`src/design/msp_pkg.sv`:
```
`default_nettype none

package msp_pkg;

  localparam int unsigned DivW    = 28;
  localparam int unsigned DivCntW = 5;
  localparam int unsigned DvsrW   = 16;

  localparam logic [15:0] SpeedScaleRst = 16'd1875;
  localparam logic [15:0] PulsesRevRst  = 16'd40;
  localparam logic [9:0]  AgreeWinRst   = 10'd128;

  localparam logic [14:0] SpeedSat     = 15'd32767;
  localparam logic [11:0] DriveMax     = 12'd2084;
  localparam logic [11:0] SpOffset     = 12'd211;
  localparam logic [15:0] SpGain       = 16'd9;
  localparam logic [7:0]  SpMinCmd     = 8'd49;
  localparam logic [11:0] DutyMinDrive = 12'd230;
  localparam logic [7:0]  DutyMax      = 8'd255;
  // ceil(2^15 / 9), exact for dividends up to 2295
  localparam logic [11:0] DutyRecip    = 12'd3641;

  localparam logic signed [17:0] SumHi  = 18'sd20000;
  localparam logic signed [17:0] SumLo  = -18'sd20000;
  localparam logic signed [19:0] PidMax = 20'sd2084;

  localparam logic [DivCntW-1:0] SpeedSteps = DivCntW'(DivW);

  typedef enum logic [1:0] {
    REG_SPEED_SCALE    = 2'd0,
    REG_PULSES_PER_REV = 2'd1,
    REG_AGREE_WINDOW   = 2'd2
  } reg_idx_e;

  typedef struct packed {
    logic                 start;
    logic [DivW-1:0]      dividend;
    logic [DvsrW-1:0]     divisor;
    logic [DivCntW-1:0]   steps;
  } div_req_t;

  typedef struct packed {
    logic                 busy;
    logic                 done;
    logic [DivW-1:0]      quotient;
  } div_rsp_t;

endpackage

`default_nettype wire

```
`src/design/msp_div.sv`:
```
`default_nettype none

module msp_div
  import msp_pkg::*;
(
  input  wire logic     clk_i,
  input  wire logic     rst_ni,
  input  wire div_req_t req_i,
  output div_rsp_t      rsp_o
);

  logic [DivW-1:0]    dvd_q, dvd_d;
  logic [DivW-1:0]    quo_q, quo_d;
  logic [DvsrW-1:0]   rem_q, rem_d;
  logic [DvsrW-1:0]   dvs_q, dvs_d;
  logic [DivCntW-1:0] cnt_q, cnt_d;
  logic               busy_q, busy_d;
  logic               done_q, done_d;
  logic [DvsrW:0]     trial;
  logic [DvsrW:0]     diff;
  logic               fits;

  assign trial = {rem_q, dvd_q[DivW-1]};
  assign diff  = trial - {1'b0, dvs_q};
  assign fits  = trial >= {1'b0, dvs_q};

  always_comb begin
    dvd_d  = dvd_q;
    quo_d  = quo_q;
    rem_d  = rem_q;
    dvs_d  = dvs_q;
    cnt_d  = cnt_q;
    busy_d = busy_q;
    done_d = 1'b0;
    if (req_i.start) begin
      dvd_d  = req_i.dividend;
      quo_d  = '0;
      rem_d  = '0;
      dvs_d  = req_i.divisor;
      cnt_d  = req_i.steps;
      busy_d = 1'b1;
    end else if (busy_q) begin
      dvd_d = {dvd_q[DivW-2:0], 1'b0};
      quo_d = {quo_q[DivW-2:0], fits};
      rem_d = fits ? diff[DvsrW-1:0] : trial[DvsrW-1:0];
      cnt_d = cnt_q - DivCntW'(1);
      if (cnt_q == DivCntW'(1)) begin
        busy_d = 1'b0;
        done_d = 1'b1;
      end
    end
  end

  always_ff @(posedge clk_i or negedge rst_ni) begin
    if (!rst_ni) begin
      cnt_q  <= '0;
      busy_q <= 1'b0;
      done_q <= 1'b0;
    end else begin
      cnt_q  <= cnt_d;
      busy_q <= busy_d;
      done_q <= done_d;
    end
  end

  always_ff @(posedge clk_i) begin
    dvd_q <= dvd_d;
    quo_q <= quo_d;
    rem_q <= rem_d;
    dvs_q <= dvs_d;
  end

  assign rsp_o.busy     = busy_q;
  assign rsp_o.done     = done_q;
  assign rsp_o.quotient = quo_q;

endmodule

`default_nettype wire

```
`src/design/motor_speed_pid_tick.sv`:
```
`default_nettype none
// Motor speed PID, one control tick per input beat.
// Input stream: one beat per tick carrying the encoder pulse count and two
// redundant potentiometer readings. Output stream: one beat per tick with the
// PWM duty, measured and target speed, clamped drive level and direction flag.
// Config port: speed_scale, pulses_per_rev and agree_window. The user must
// write them only while no tick is in progress; the block does not enforce
// this. Index 3 is ignored. Most of a tick is spent in the serial divider:
// 28 steps for the speed division; the duty division by 9 is a combinational
// reciprocal multiply.
// s_axis_tready_o is high only while the sequencer is idle.
// The result sits in an output register; if the receiver stalls, the result
// of the next tick waits in the final state until that register drains.
// Reset clears the integral sum, the previous error, the output valid flag
// and restores the register defaults (1875, 40, 128).
module motor_speed_pid_tick
  import msp_pkg::*;
(
  input  wire logic        clk_i,
  input  wire logic        rst_ni,
  input  wire logic        s_axis_tvalid_i,
  output logic             s_axis_tready_o,
  // pulse_count[11:0], adc_a[21:12], adc_b[31:22]
  input  wire logic [31:0] s_axis_tdata_i,
  output logic             m_axis_tvalid_o,
  input  wire logic        m_axis_tready_i,
  // duty[7:0], measured_speed[22:8], target_speed[34:23], drive_level[46:35],
  // forward_drive[47]
  output logic [47:0]      m_axis_tdata_o,
  input  wire logic        cfg_we_i,
  input  wire logic [1:0]  cfg_idx_i,
  input  wire logic [15:0] cfg_data_i
);

  typedef enum logic [5:0] {
    S_IDLE = 6'b000001,
    S_MUL  = 6'b000010,
    S_SPD  = 6'b000100,
    S_PID  = 6'b001000,
    S_DUTY = 6'b010000,
    S_OUT  = 6'b100000
  } state_e;

  state_e state_q, state_d;

  logic [15:0] scale_q;
  logic [15:0] ppr_q;
  logic [9:0]  window_q;

  logic signed [15:0] sum_q, sum_d;
  logic signed [16:0] prev_q, prev_d;

  logic [11:0] pulses_q, pulses_d;
  logic [11:0] target_q, target_d;
  logic [14:0] speed_q, speed_d;
  logic [11:0] drive_q, drive_d;
  logic        fwd_q, fwd_d;
  logic [7:0]  duty_q, duty_d;

  logic        m_valid_q, m_valid_d;
  logic [47:0] m_data_q, m_data_d;

  div_req_t div_req;
  div_rsp_t div_rsp;

  logic [9:0]  adc_a, adc_b, adc_diff;
  logic [10:0] adc_sum;
  logic [7:0]  cmd;
  logic [11:0] target_new;

  logic signed [16:0] err;
  logic signed [17:0] deriv;
  logic signed [19:0] pid;
  logic signed [17:0] isum;
  logic [11:0]        duty_dvd;
  logic [23:0]        duty_prod;

  msp_div u_div (
    .clk_i  (clk_i),
    .rst_ni (rst_ni),
    .req_i  (div_req),
    .rsp_o  (div_rsp)
  );

  // setpoint from the potentiometer pair
  assign adc_a    = s_axis_tdata_i[21:12];
  assign adc_b    = s_axis_tdata_i[31:22];
  assign adc_sum  = {1'b0, adc_a} + {1'b0, adc_b};
  assign adc_diff = (adc_a > adc_b) ? (adc_a - adc_b) : (adc_b - adc_a);
  assign cmd      = (adc_diff < window_q) ? adc_sum[10:3] : 8'd0;
  assign target_new = (cmd < SpMinCmd) ? 12'd0
                    : ({1'b0, cmd, 3'b000} + {4'b0000, cmd}) - SpOffset;

  // PID terms
  assign err   = $signed({5'b00000, target_q}) - $signed({2'b00, speed_q});
  assign deriv = 18'(err) - 18'(prev_q);
  assign pid   = 20'(err >>> 1) + 20'(sum_q >>> 3) + 20'(sum_q >>> 4)
               + 20'(deriv >>> 3) + 20'(deriv >>> 4);
  assign isum  = 18'(sum_q) + 18'(err);

  // divide by 9: multiply by the reciprocal, keep bits 15 and up
  assign duty_dvd  = drive_q + SpOffset;
  assign duty_prod = 24'(duty_dvd) * 24'(DutyRecip);

  always_comb begin
    state_d  = state_q;
    pulses_d = pulses_q;
    target_d = target_q;
    speed_d  = speed_q;
    drive_d  = drive_q;
    fwd_d    = fwd_q;
    duty_d   = duty_q;
    sum_d    = sum_q;
    prev_d   = prev_q;
    m_valid_d = m_valid_q && !m_axis_tready_i;
    m_data_d  = m_data_q;
    div_req   = '0;
    unique case (state_q)
      S_IDLE: begin
        if (s_axis_tvalid_i) begin
          pulses_d = s_axis_tdata_i[11:0];
          target_d = target_new;
          state_d  = S_MUL;
        end
      end
      S_MUL: begin
        div_req.start    = 1'b1;
        div_req.dividend = DivW'(scale_q) * DivW'(pulses_q);
        div_req.divisor  = ppr_q;
        div_req.steps    = SpeedSteps;
        state_d          = S_SPD;
      end
      S_SPD: begin
        if (div_rsp.done) begin
          if ((ppr_q == 16'd0) || (|div_rsp.quotient[DivW-1:15])) begin
            speed_d = SpeedSat;
          end else begin
            speed_d = div_rsp.quotient[14:0];
          end
          state_d = S_PID;
        end
      end
      S_PID: begin
        fwd_d = (pid > 20'sd0) && (pid < PidMax);
        priority if (pid >= PidMax) begin
          drive_d = DriveMax;
        end else if (pid > 20'sd0) begin
          drive_d = pid[11:0];
        end else begin
          drive_d = 12'd0;
        end
        prev_d = err;
        priority if (isum > SumHi) begin
          sum_d = 16'(SumHi);
        end else if (isum < SumLo) begin
          sum_d = 16'(SumLo);
        end else begin
          sum_d = isum[15:0];
        end
        state_d = S_DUTY;
      end
      S_DUTY: begin
        priority if (drive_q < DutyMinDrive) begin
          duty_d = 8'd0;
        end else if (duty_prod[23]) begin
          duty_d = DutyMax;
        end else begin
          duty_d = duty_prod[22:15];
        end
        state_d = S_OUT;
      end
      S_OUT: begin
        if (!m_valid_q || m_axis_tready_i) begin
          m_valid_d = 1'b1;
          m_data_d  = {fwd_q, drive_q, target_q, speed_q, duty_q};
          state_d   = S_IDLE;
        end
      end
      default: state_d = S_IDLE;
    endcase
  end

  always_ff @(posedge clk_i or negedge rst_ni) begin
    if (!rst_ni) begin
      state_q   <= S_IDLE;
      sum_q     <= '0;
      prev_q    <= '0;
      m_valid_q <= 1'b0;
      scale_q   <= SpeedScaleRst;
      ppr_q     <= PulsesRevRst;
      window_q  <= AgreeWinRst;
    end else begin
      state_q   <= state_d;
      sum_q     <= sum_d;
      prev_q    <= prev_d;
      m_valid_q <= m_valid_d;
      if (cfg_we_i) begin
        unique case (cfg_idx_i)
          REG_SPEED_SCALE:    scale_q  <= cfg_data_i;
          REG_PULSES_PER_REV: ppr_q    <= cfg_data_i;
          REG_AGREE_WINDOW:   window_q <= cfg_data_i[9:0];
          default: ;
        endcase
      end
    end
  end

  always_ff @(posedge clk_i) begin
    pulses_q <= pulses_d;
    target_q <= target_d;
    speed_q  <= speed_d;
    drive_q  <= drive_d;
    fwd_q    <= fwd_d;
    duty_q   <= duty_d;
    m_data_q <= m_data_d;
  end

  assign s_axis_tready_o = (state_q == S_IDLE);
  assign m_axis_tvalid_o = m_valid_q;
  assign m_axis_tdata_o  = m_data_q;

endmodule

`default_nettype wire

```
`config.mk`:
```
export PLATFORM = sky130hd
export DESIGN_NAME = motor_speed_pid_tick
export DESIGN_NICKNAME = d
export VERILOG_FILES = /design/src/design/msp_pkg.sv /design/src/design/msp_div.sv /design/src/design/motor_speed_pid_tick.sv
export SDC_FILE = /design/constraint.sdc
export NUM_CORES = 1
export LEC_CHECK = 0
export BUFFER_PORTS_ARGS = -buffer_cell sky130_fd_sc_hd__buf_4
export CORE_UTILIZATION = 52
export CTS_CLUSTER_SIZE = 10
export DETAILED_ROUTE_END_ITERATION = 6
export GPL_ROUTABILITY_DRIVEN = 0
export PLACE_DENSITY_LB_ADDON = 0.3
export SLEW_MARGIN = 0
export SYNTH_ARGS = -nofsm -noshare
export SYNTH_HDL_FRONTEND = slang
export SYNTH_HIERARCHICAL = 1
export SYNTH_SLANG_ARGS = --single-unit
export TNS_END_PERCENT = 100
```
`constraint.sdc`:
```
create_clock -name clk_i -period 7 [get_ports clk_i]
set_clock_uncertainty 0.2 [all_clocks]
set_input_delay 1.4 -clock clk_i [delete_from_list [all_inputs] [get_ports clk_i]]
set_output_delay 1.4 -clock clk_i [all_outputs]
set_load 0.02 [all_outputs]
```
==> run summary, run 1 <==
H-tree levels = 2
Period Utilization, post-route = 106%
DR WL/cell = 17.1 um
Peak Freq = 134 MHz
DRC viols = 0
antenna viol nets, final = 0
mapped cell area = 26000 um2
Rel. slew slack = 17.4%
Area Growth Syn to Fin = 19.8%
max incr delay on CP = 0.52 ns
CTS Buffer Depth = 3
violated checks = negative setup slack
Crit. path cell count = 30
share of cells above drive strength 1 = 22.0%
Max Slew Vio Count = 0
RSZ-0062 raised after global routing = yes
Max-Cap Viols = 0
Critical-path top delay cell = fa_1
M1 WL = 25.7 mm
gr usage total = 25.0%
Synth warnings = 6
I/O Buffers = 104
Core ar. = 49200 um2
setup ws final = -0.454 ns
Worst R2R End = drive_q[4]$_SDFFCE_PP0N_
Top cell by count, worst path = nand3_2
arrival time of the worst setup path = 7.64 ns
Net count, final = 3497
WHS Path Cells = 0
final instance area = 31200 um2
r2r setup slk = -0.45 ns
Hold Path Origin = duty_q[1]$_SDFFCE_PN0P_
Worst Hold Class = reg -> reg
worst slack at placement = -0.700 ns
total die area = 50900 um2
Final Hold Viols = 0
Die Y = 226 um
CTS tree = done
crit path capture type = flop
Sinks on Clock Net = 284
CTS clk-pin slew, worst paths = 0.06 ns
Crit Path Max Fanout = 6
Pre-antenna DRT Iters = 5
clock root buffer = clkbuf_16
Tightest Pin Transition = 1.23 ns
critical path data required time = 7.19 ns
Finish-stage setup viols = 13
DP HPWL = 46.9 mm
wire length on met3 = 3.01 mm
end of the worst hold path = m_axis_tdata_o[1]$_DFFE_PP_
die width = 226 um
first-pass GRT wire length = 102 mm
setup_tns = -4.48 ns
CP bufs+invs = 1
hold slack = 0.225 ns
I/O pins = 105
Startpoint Class = flop
TritonCTS Buffers = 37
number of vias per cell = 5.49
Top Metal Used = met4
FF-to-FF path depth = 30
n_diodes = 0
run status = finished with violations
grt ovf = 0
final WL = 62.1 mm
vias in the first global route = 20800
initial antenna violation count = 1
synthesized instance count = 2614
pin count of the biggest net entering global routing = 84
Worst-Skew Late Latency = 0.57 ns
met2 wire len = 31.6 mm
Top delay family on crit path = compound AO/OA/AOI/OAI gates
detailed router's first-iteration violation count = 1126
critical setup path kind = reg -> reg
Core Rows = 81
via count = 20000
synthesized area per cell = 9.95 um2
Starting Density = 52.9%
placed cell area = 29000 um2
Final min period = 7.45 ns
worst r2r src = speed_q[0]$_SDFFCE_PP1P_
how the worst max path moves through the flow:
stage / startpoint / endpoint / slack [ns]
4_1_cts: speed_q[0]$_SDFFCE_PP1P_ / drive_q[4]$_SDFFCE_PP0N_ / -0.33
3_3_place_gp: s_axis_tdata_i[12] / target_q[11]$_SDFFCE_PN0P_ / -0.50
5_1_grt: speed_q[0]$_SDFFCE_PP1P_ / drive_q[4]$_SDFFCE_PP0N_ / -0.75
2_1_floorplan: speed_q[0]$_SDFFCE_PP1P_ / drive_q[2]$_SDFFCE_PP1N_ / 0.0005
6_report: speed_q[0]$_SDFFCE_PP1P_ / drive_q[4]$_SDFFCE_PP0N_ / -0.45
3_5_place_dp: s_axis_tdata_i[12] / target_q[11]$_SDFFCE_PN0P_ / -0.70
stage by stage:
stage / util, % / cells
3_3_place_gp: 58.9 / 3517
2_1_floorplan: - / 2615
4_1_cts: 62.2 / 3617
3_5_place_dp: 58.9 / 3517
6_report: 63.4 / 3640
5_1_grt: 63.4 / 3640
layer usage:
| layer | global-route usage (%) | vias to the layer above |
|---|---|---|
| met5 | 0 | - |
| met4 | 8.14 | 0 |
| met3 | 3.32 | 118 |
| met2 | 44.9 | 559 |
| met1 | 31.0 | 9779 |
| li1 | - | 9511 |
layout make-up:
cell class | count | area (um2)
Timing Repair Buffer | 373 | 2840
Multi-Input combinational cell | 1845 | 17200
Sequential cell | 284 | 7660
Inverter | 406 | 1530
Clock buffer | 61 | 1070
Tap cell | 664 | 831
Clock inverter | 7 | 63.8
Fill cell | 3873 | 18000
layout by cell type (no fill, tap or decap), types with 12 or more instances in the layout:
cell and n:
nor3_1 39, fa_1 210, o31ai_1 16, xor2_1 46, ha_4 12, dfrtp_1 76, clkbuf_1 21, clkbuf_16 39
nand2_1 232, inv_1 395, nor3b_1 12, nor2_1 136, nor2b_1 19, nor4_1 13, nand3_1 34, and2_1 90
mux2i_1 35, edfxtp_1 152, dfxtp_1 44, o21bai_1 13, o211ai_1 12, ha_1 266, xnor2_1 62, o21a_1 17
a21oi_1 73, or3_1 12, a21o_1 43, buf_4 365, a21oi_2 16, a211oi_1 14, mux2_2 75, o21ai_0 61
nand2b_1 39
repair_timing:
item,in CTS,in global routing
gates cloned,1,0
setup endpoints to repair,21,42
setup buffers,31,27
hold buffers,0,0
gates resized for setup,46,90
pin swaps,18,72
worst register-to-register path: cells and delay by family, from the launching register on:
kind                     cells  cell delay [ns]
AO/OA/AOI/OAI               12             2.36
adder cells (fa/ha/maj)      7             2.36
AND/OR/NAND/NOR              9             1.52
flip-flops                   1             0.44
XOR/XNOR                     1             0.21
buffers and inverters        1             0.18
state kept, by name (all words and copies together) (netlist names), 5 cells and up:
register	cells
ppr_q	16
u_div/cnt_q	5
sum_q	16
speed_q	15
duty_q	8
u_div/quo_q	28
u_div/dvs_q	16
drive_q	12
pulses_q	12
u_div/rem_q	16
prev_q	16
u_div/dvd_q	28
m_axis_tdata_o	48
window_q	10
target_q	12
scale_q	16
state_q	6
Power of run 1 is left out: the tool's default activity adds up to more than one toggle a clock period on the data nets, which glitch-free logic cannot reach.
==> run 2, diff against run 1 <==
--- a/config.mk
+++ b/config.mk
@@ -11,6 +11,7 @@
 export DETAILED_ROUTE_END_ITERATION = 6
 export GPL_ROUTABILITY_DRIVEN = 0
 export PLACE_DENSITY_LB_ADDON = 0.3
+export REMOVE_ABC_BUFFERS = 1
 export SLEW_MARGIN = 0
 export SYNTH_ARGS = -nofsm -noshare
 export SYNTH_HDL_FRONTEND = slang
==> run 2 against run 1 <==
  * Largest cell class unchanged
  * Global-route usage fell by 0.50 points
  * Count of clock-buffer cells in the layout is the same
  * Worst hold slack lost 0.0076 ns
  * Register-to-register slack better by 0.14 ns
  * First-iteration DRC count is 0.27% lower
  * The run still ends with negative setup slack left
  * Critical path type unchanged
  * Non-clock buffer count down 18
==> run summary, run 2 (synthesized netlist as in run 1, its figures left out) <==
run status = finished with violations (unchanged)
violated checks = negative setup slack (unchanged)
Peak Freq = 137 MHz (was 134 MHz)
Net count, final = 3480 (was 3497)
Core ar. = 49200 um2 (unchanged)
CTS clk-pin slew, worst paths = 0.06 ns (about the same)
DR WL/cell = 16.9 um (was 17.1 um)
Layout Cells excl Fill = 3623 (was 3640)
grt ovf = 0 (unchanged)
Rel. slew slack = 17.2% (was 17.4%)
Worst Hold Class = reg -> reg (unchanged)
clock root buffer = clkbuf_16 (unchanged)
total die area = 50900 um2 (unchanged)
critical setup path kind = reg -> reg (unchanged)
number of vias per cell = 5.49 (about the same)
met2 wire len = 30.6 mm (was 31.6 mm)
Startpoint Class = flop (unchanged)
I/O Buffers = 104 (unchanged)
DRC viols = 0 (unchanged)
Largest register FFs = 48 (unchanged)
Max-Cap Viols = 0 (unchanged)
I/O pins = 105 (unchanged)
RSZ-0062 raised after global routing = yes (unchanged)
Hold-fix buffers, CTS = 0 (unchanged)
pin count of the biggest net entering global routing = 113 (was 84)
max incr delay on CP = 0.52 ns (about the same)
register area = 7660 um2 (unchanged)
initial antenna violation count = 1 (unchanged)
Final min period = 7.32 ns (was 7.45 ns)
Area Growth Syn to Fin = 19.1% (was 19.8%)
# placed instances = 3529 (was 3517)
die width = 226 um (unchanged)
Crit Path Max Fanout = 5 (was 6)
Top delay family on crit path = compound AO/OA/AOI/OAI gates (unchanged)
arrival time of the worst setup path = 7.54 ns (was 7.64 ns)
gr usage total = 24.5% (was 25.0%)
antenna viol nets, final = 0 (unchanged)
Max Slew Vio Count = 0 (unchanged)
vias in the first global route = 20500 (was 20800)
wire length on met3 = 2.74 mm (was 3.01 mm)
commonest cells after routing, fill and taps aside = inv_1 (400), buf_4 (353), ha_1 (272), nand2_1 (231), fa_1 (210) (was inv_1 (395), buf_4 (365), ha_1 (266), nand2_1 (232), fa_1 (210))
Die Y = 226 um (unchanged)
Finish-stage setup viols = 13 (unchanged)
first-pass GRT wire length = 101 mm (was 102 mm)
DP HPWL = 47.1 mm (was 46.9 mm)
crit path capture type = flop (unchanged)
Tightest Pin Transition = 1.24 ns (was 1.23 ns)
CTS Buffer Depth = 3 (unchanged)
CTS tree = done (unchanged)
share of cells above drive strength 1 = 21.2% (was 22.0%)
CP bufs+invs = 5 (was 1)
Final Hold Viols = 0 (unchanged)
final WL = 61.1 mm (was 62.1 mm)
Worst-Skew Late Latency = 0.56 ns (was 0.57 ns)
area of the multi-input gates = 17100 um2 (was 17200 um2)
Period Utilization, post-route = 105% (was 106%)
Starting Density = 52.9% (unchanged)
commonest non-fill, non-tap cell in the layout = inv_1 (unchanged)
TritonCTS Buffers = 37 (unchanged)
Pre-antenna DRT Iters = 5 (unchanged)
n_diodes = 0 (unchanged)
M1 WL = 25.8 mm (was 25.7 mm)
Core Rows = 81 (unchanged)
Critical-path top delay cell = or4_4 (was fa_1)
H-tree levels = 2 (unchanged)
Fillers = 3862 (was 3873)
detailed router's first-iteration violation count = 1123 (was 1126)
setup ws final = -0.317 ns (was -0.454 ns)
critical path data required time = 7.22 ns (was 7.19 ns)
Top Metal Used = met5 (was met4)
Sinks on Clock Net = 284 (unchanged)
via count = 19900 (was 20000)
[run 2: metal layers]
layer / vias to the layer above / global-route usage, %
li1: 9462 / -
met1: 9770 / 31.0
met2: 524 / 43.3
met3: 126 / 3.21
met4: 2 / 8.01
met5: - / 0
[run 2: layout make-up]
type / count / area share, %
tap: 664 / 2.68
inverter: 406 / 4.93
multi-input combinational: 1846 / 55.1
clock inverter: 7 / 0.367
clock buffer: 61 / 3.58
timing repair buffer: 355 / 8.63
sequential: 284 / 24.7
[run 2: worst paths after layout]
kind | start | endpoint | slack (ns) | cells past startpoint
max | target_q[0]$_SDFFCE_PN0P_ | drive_q[0]$_SDFFCE_PP0N_ | -0.32 | 34
min | duty_q[5]$_SDFFCE_PN0P_ | m_axis_tdata_o[5]$_DFFE_PP_ | 0.22 | 0
max reg2reg | target_q[0]$_SDFFCE_PN0P_ | drive_q[0]$_SDFFCE_PP0N_ | -0.32 | 34
min reg2reg | duty_q[5]$_SDFFCE_PN0P_ | m_axis_tdata_o[5]$_DFFE_PP_ | 0.22 | 0
max in group asynchronous | rst_ni | u_div/busy_q$_DFF_PN0_ | 4.85 | 2
min in group asynchronous | rst_ni | prev_q[10]$_DFFE_PN0N_ | 0.53 | 1
[run 2: what timing repair did]
action / in CTS / in global routing
cloned: 1 / 0
setup buffers: 13 / 13
gates resized for setup: 52 / 67
pin swaps: 27 / 46
setup endpoints to repair: 21 / 26
[run 2: through the flow]
stage               hold WS [ns]  TNS, ns  utilization, %  worst slack, ns  instance area [um2]
detailed placement         0.205   -13.85            59.0           -0.975                29000
finish                     0.218    -3.57            63.0           -0.317                31000
global route               0.220    -8.60            63.0           -0.654                31000
global placement           0.203    -9.34            59.0           -0.653                29000
CTS                        0.218    -3.67            62.3           -0.327                30600
floorplan                  0.200    -3.41               -           -0.744                25700
Power of run 2 is left out for the same reason.
==> run 3, diff against run 2 <==
--- a/config.mk
+++ b/config.mk
@@ -10,7 +10,7 @@
 export CTS_CLUSTER_SIZE = 10
 export DETAILED_ROUTE_END_ITERATION = 6
 export GPL_ROUTABILITY_DRIVEN = 0
-export PLACE_DENSITY_LB_ADDON = 0.3
+export PLACE_DENSITY = 0.82
 export REMOVE_ABC_BUFFERS = 1
 export SLEW_MARGIN = 0
 export SYNTH_ARGS = -nofsm -noshare
==> run 3 against run 2 <==
  * The run still ends with negative setup slack left
  * Critical path type unchanged
  * Sequential share of layout area rose by 0.14 points
  * Register-to-register slack barely moved
  * Utilization fell by 0.37 points
  * Largest cell class unchanged
  * Worst hold slack got worse by 0.0054 ns
  * Flip-flop and latch count did not move
  * Count of clock-buffer cells in the layout fell by 2
  * Critical path depth fell by 3
==> run summary, run 3 (synthesized netlist as in run 1, its figures left out) <==
Startpoint Class = flop (unchanged)
violated checks = negative setup slack (unchanged)
CP bufs+invs = 2 (was 5)
commonest cells after routing, fill and taps aside = inv_1 (398), buf_4 (344), ha_1 (271), nand2_1 (231), fa_1 (210) (was inv_1 (400), buf_4 (353), ha_1 (272), nand2_1 (231), fa_1 (210))
Net count, final = 3471 (was 3480)
pin count of the biggest net entering global routing = 99 (was 113)
TritonCTS Buffers = 37 (unchanged)
vias in the first global route = 21200 (was 20500)
final WL = 62.8 mm (was 61.1 mm)
critical path data required time = 7.16 ns (was 7.22 ns)
DRC viols = 0 (unchanged)
crit path capture type = flop (unchanged)
total die area = 50900 um2 (unchanged)
Max Slew Vio Count = 0 (unchanged)
Final min period = 7.33 ns (was 7.32 ns)
via count = 20300 (was 19900)
CTS tree = done (unchanged)
antenna viol nets, final = 0 (unchanged)
DP HPWL = 47.6 mm (was 47.1 mm)
setup ws final = -0.328 ns (was -0.317 ns)
share of cells above drive strength 1 = 20.7% (was 21.2%)
die width = 226 um (unchanged)
arrival time of the worst setup path = 7.49 ns (was 7.54 ns)
n_diodes = 0 (unchanged)
detailed router's first-iteration violation count = 1531 (was 1123)
initial antenna violation count = 0 (was 1)
gr usage total = 24.5% (about the same)
number of vias per cell = 5.63 (was 5.49)
Final Hold Viols = 0 (unchanged)
max incr delay on CP = 0.45 ns (was 0.52 ns)
Finish-stage setup viols = 13 (unchanged)
I/O Buffers = 104 (unchanged)
Area Growth Syn to Fin = 18.4% (was 19.1%)
Crit Path Max Fanout = 6 (was 5)
RSZ-0062 raised after global routing = yes (unchanged)
Largest register FFs = 48 (unchanged)
commonest non-fill, non-tap cell in the layout = inv_1 (unchanged)
first-pass GRT wire length = 101 mm (about the same)
run status = finished with violations (unchanged)
Core ar. = 49200 um2 (unchanged)
grt ovf = 0 (unchanged)
I/O pins = 105 (unchanged)
Worst Hold Class = reg -> reg (unchanged)
H-tree levels = 2 (unchanged)
Max-Cap Viols = 0 (unchanged)
r2r setup slk = -0.33 ns (was -0.32 ns)
Rel. slew slack = 17.8% (was 17.2%)
Pre-antenna DRT Iters = 6 (was 5)
setup_tns = -2.84 ns (was -3.57 ns)
DR WL/cell = 17.4 um (was 16.9 um)
CTS Buffer Depth = 3 (unchanged)
Starting Density = 52.9% (unchanged)
Critical-path top delay cell = or4_4 (unchanged)
Fillers = 3629 (was 3862)
Core Rows = 81 (unchanged)
Die Y = 226 um (unchanged)
Tightest Pin Transition = 1.23 ns (was 1.24 ns)
critical setup path kind = reg -> reg (unchanged)
clock root buffer = clkbuf_16 (unchanged)
Worst-Skew Late Latency = 0.55 ns (was 0.56 ns)
Period Utilization, post-route = 105% (about the same)
CTS clk-pin slew, worst paths = 0.06 ns (about the same)
Top delay family on crit path = compound AO/OA/AOI/OAI gates (unchanged)
Peak Freq = 136 MHz (was 137 MHz)
Sinks on Clock Net = 284 (unchanged)
==> run 3: changes by cell type in the layout (fill, tap and decap cells not counted), moves of 3 or more <==
cell and delta:
a21oi_1 -3, o21ai_1 -3, xnor2_1 +3, clkinv_1 +3
o21ai_2 +4, buf_4 -9, mux2i_1 +4, a21oi_4 +3
xnor2_2 -3, mux2i_2 -4
==> run 3: layout make-up <==
cell class	instances	area, um2	share of cell area (%)
repair buffers	346	2610	8.46
clock buffers	59	1060	3.44
inverters	406	1530	4.95
multi-input cells	1846	17100	55.4
well taps	664	831	2.70
flip-flops and latches	284	7660	24.9
clock inverters	9	52.6	0.171
==> run 3: what timing repair did <==
item,CTS,global route
hold buffers,0,0
pin swaps,28,51
gates resized for setup,59,64
gates cloned,1,0
setup endpoints to repair,22,26
setup buffers,16,18
==> run 3: final timing paths <==
kind,start,end,depth (start not counted)
hold reg to reg,duty_q[3]$_SDFFCE_PN0P_,m_axis_tdata_o[3]$_DFFE_PP_,0
setup reg to reg,speed_q[0]$_SDFFCE_PP1P_,drive_q[6]$_SDFFCE_PP0N_,31
hold / removal,duty_q[3]$_SDFFCE_PN0P_,m_axis_tdata_o[3]$_DFFE_PP_,0
min in group asynchronous,rst_ni,scale_q[11]$_DFFE_PN0P_,1
max in group asynchronous,rst_ni,u_div/busy_q$_DFF_PN0_,2
setup / recovery,speed_q[0]$_SDFFCE_PP1P_,drive_q[6]$_SDFFCE_PP0N_,31
==> run 3: worst register-to-register path: cells and delay by family, from the launching register on <==
family / cells / cell delay [ns]
and+or+nand+nor: 7 / 1.29
AOI/OAI and AO/OA: 13 / 2.26
buffers and inverters: 2 / 0.34
adders and majority gates: 7 / 2.24
DFF: 1 / 0.39
xor gates and xnor gates: 2 / 0.40
==> run 3: layer usage <==
metal / track usage (%) / wire [um] / vias to the layer above
met5: 0 / 0 / -
met4: 8.47 / 1860 / 0
met3: 3.80 / 3470 / 152
met2: 44.6 / 32200 / 682
met1: 29.3 / 25200 / 10100
li1: - / - / 9435
==> run 3: metrics by stage <==
stage	setup slack [ns]	util [%]	cells	hold slack (ns)	instance area, um2
after floorplan	-0.744	-	2535	0.200	25700
final	-0.328	62.7	3614	0.212	30800
after detailed placement	-0.906	58.7	3511	0.208	28900
after global routing	-0.574	62.7	3614	0.225	30800
after CTS	-0.161	61.8	3596	0.218	30400
after global placement	-0.588	58.7	3511	0.207	28900
Power of run 3 is left out for the same reason.
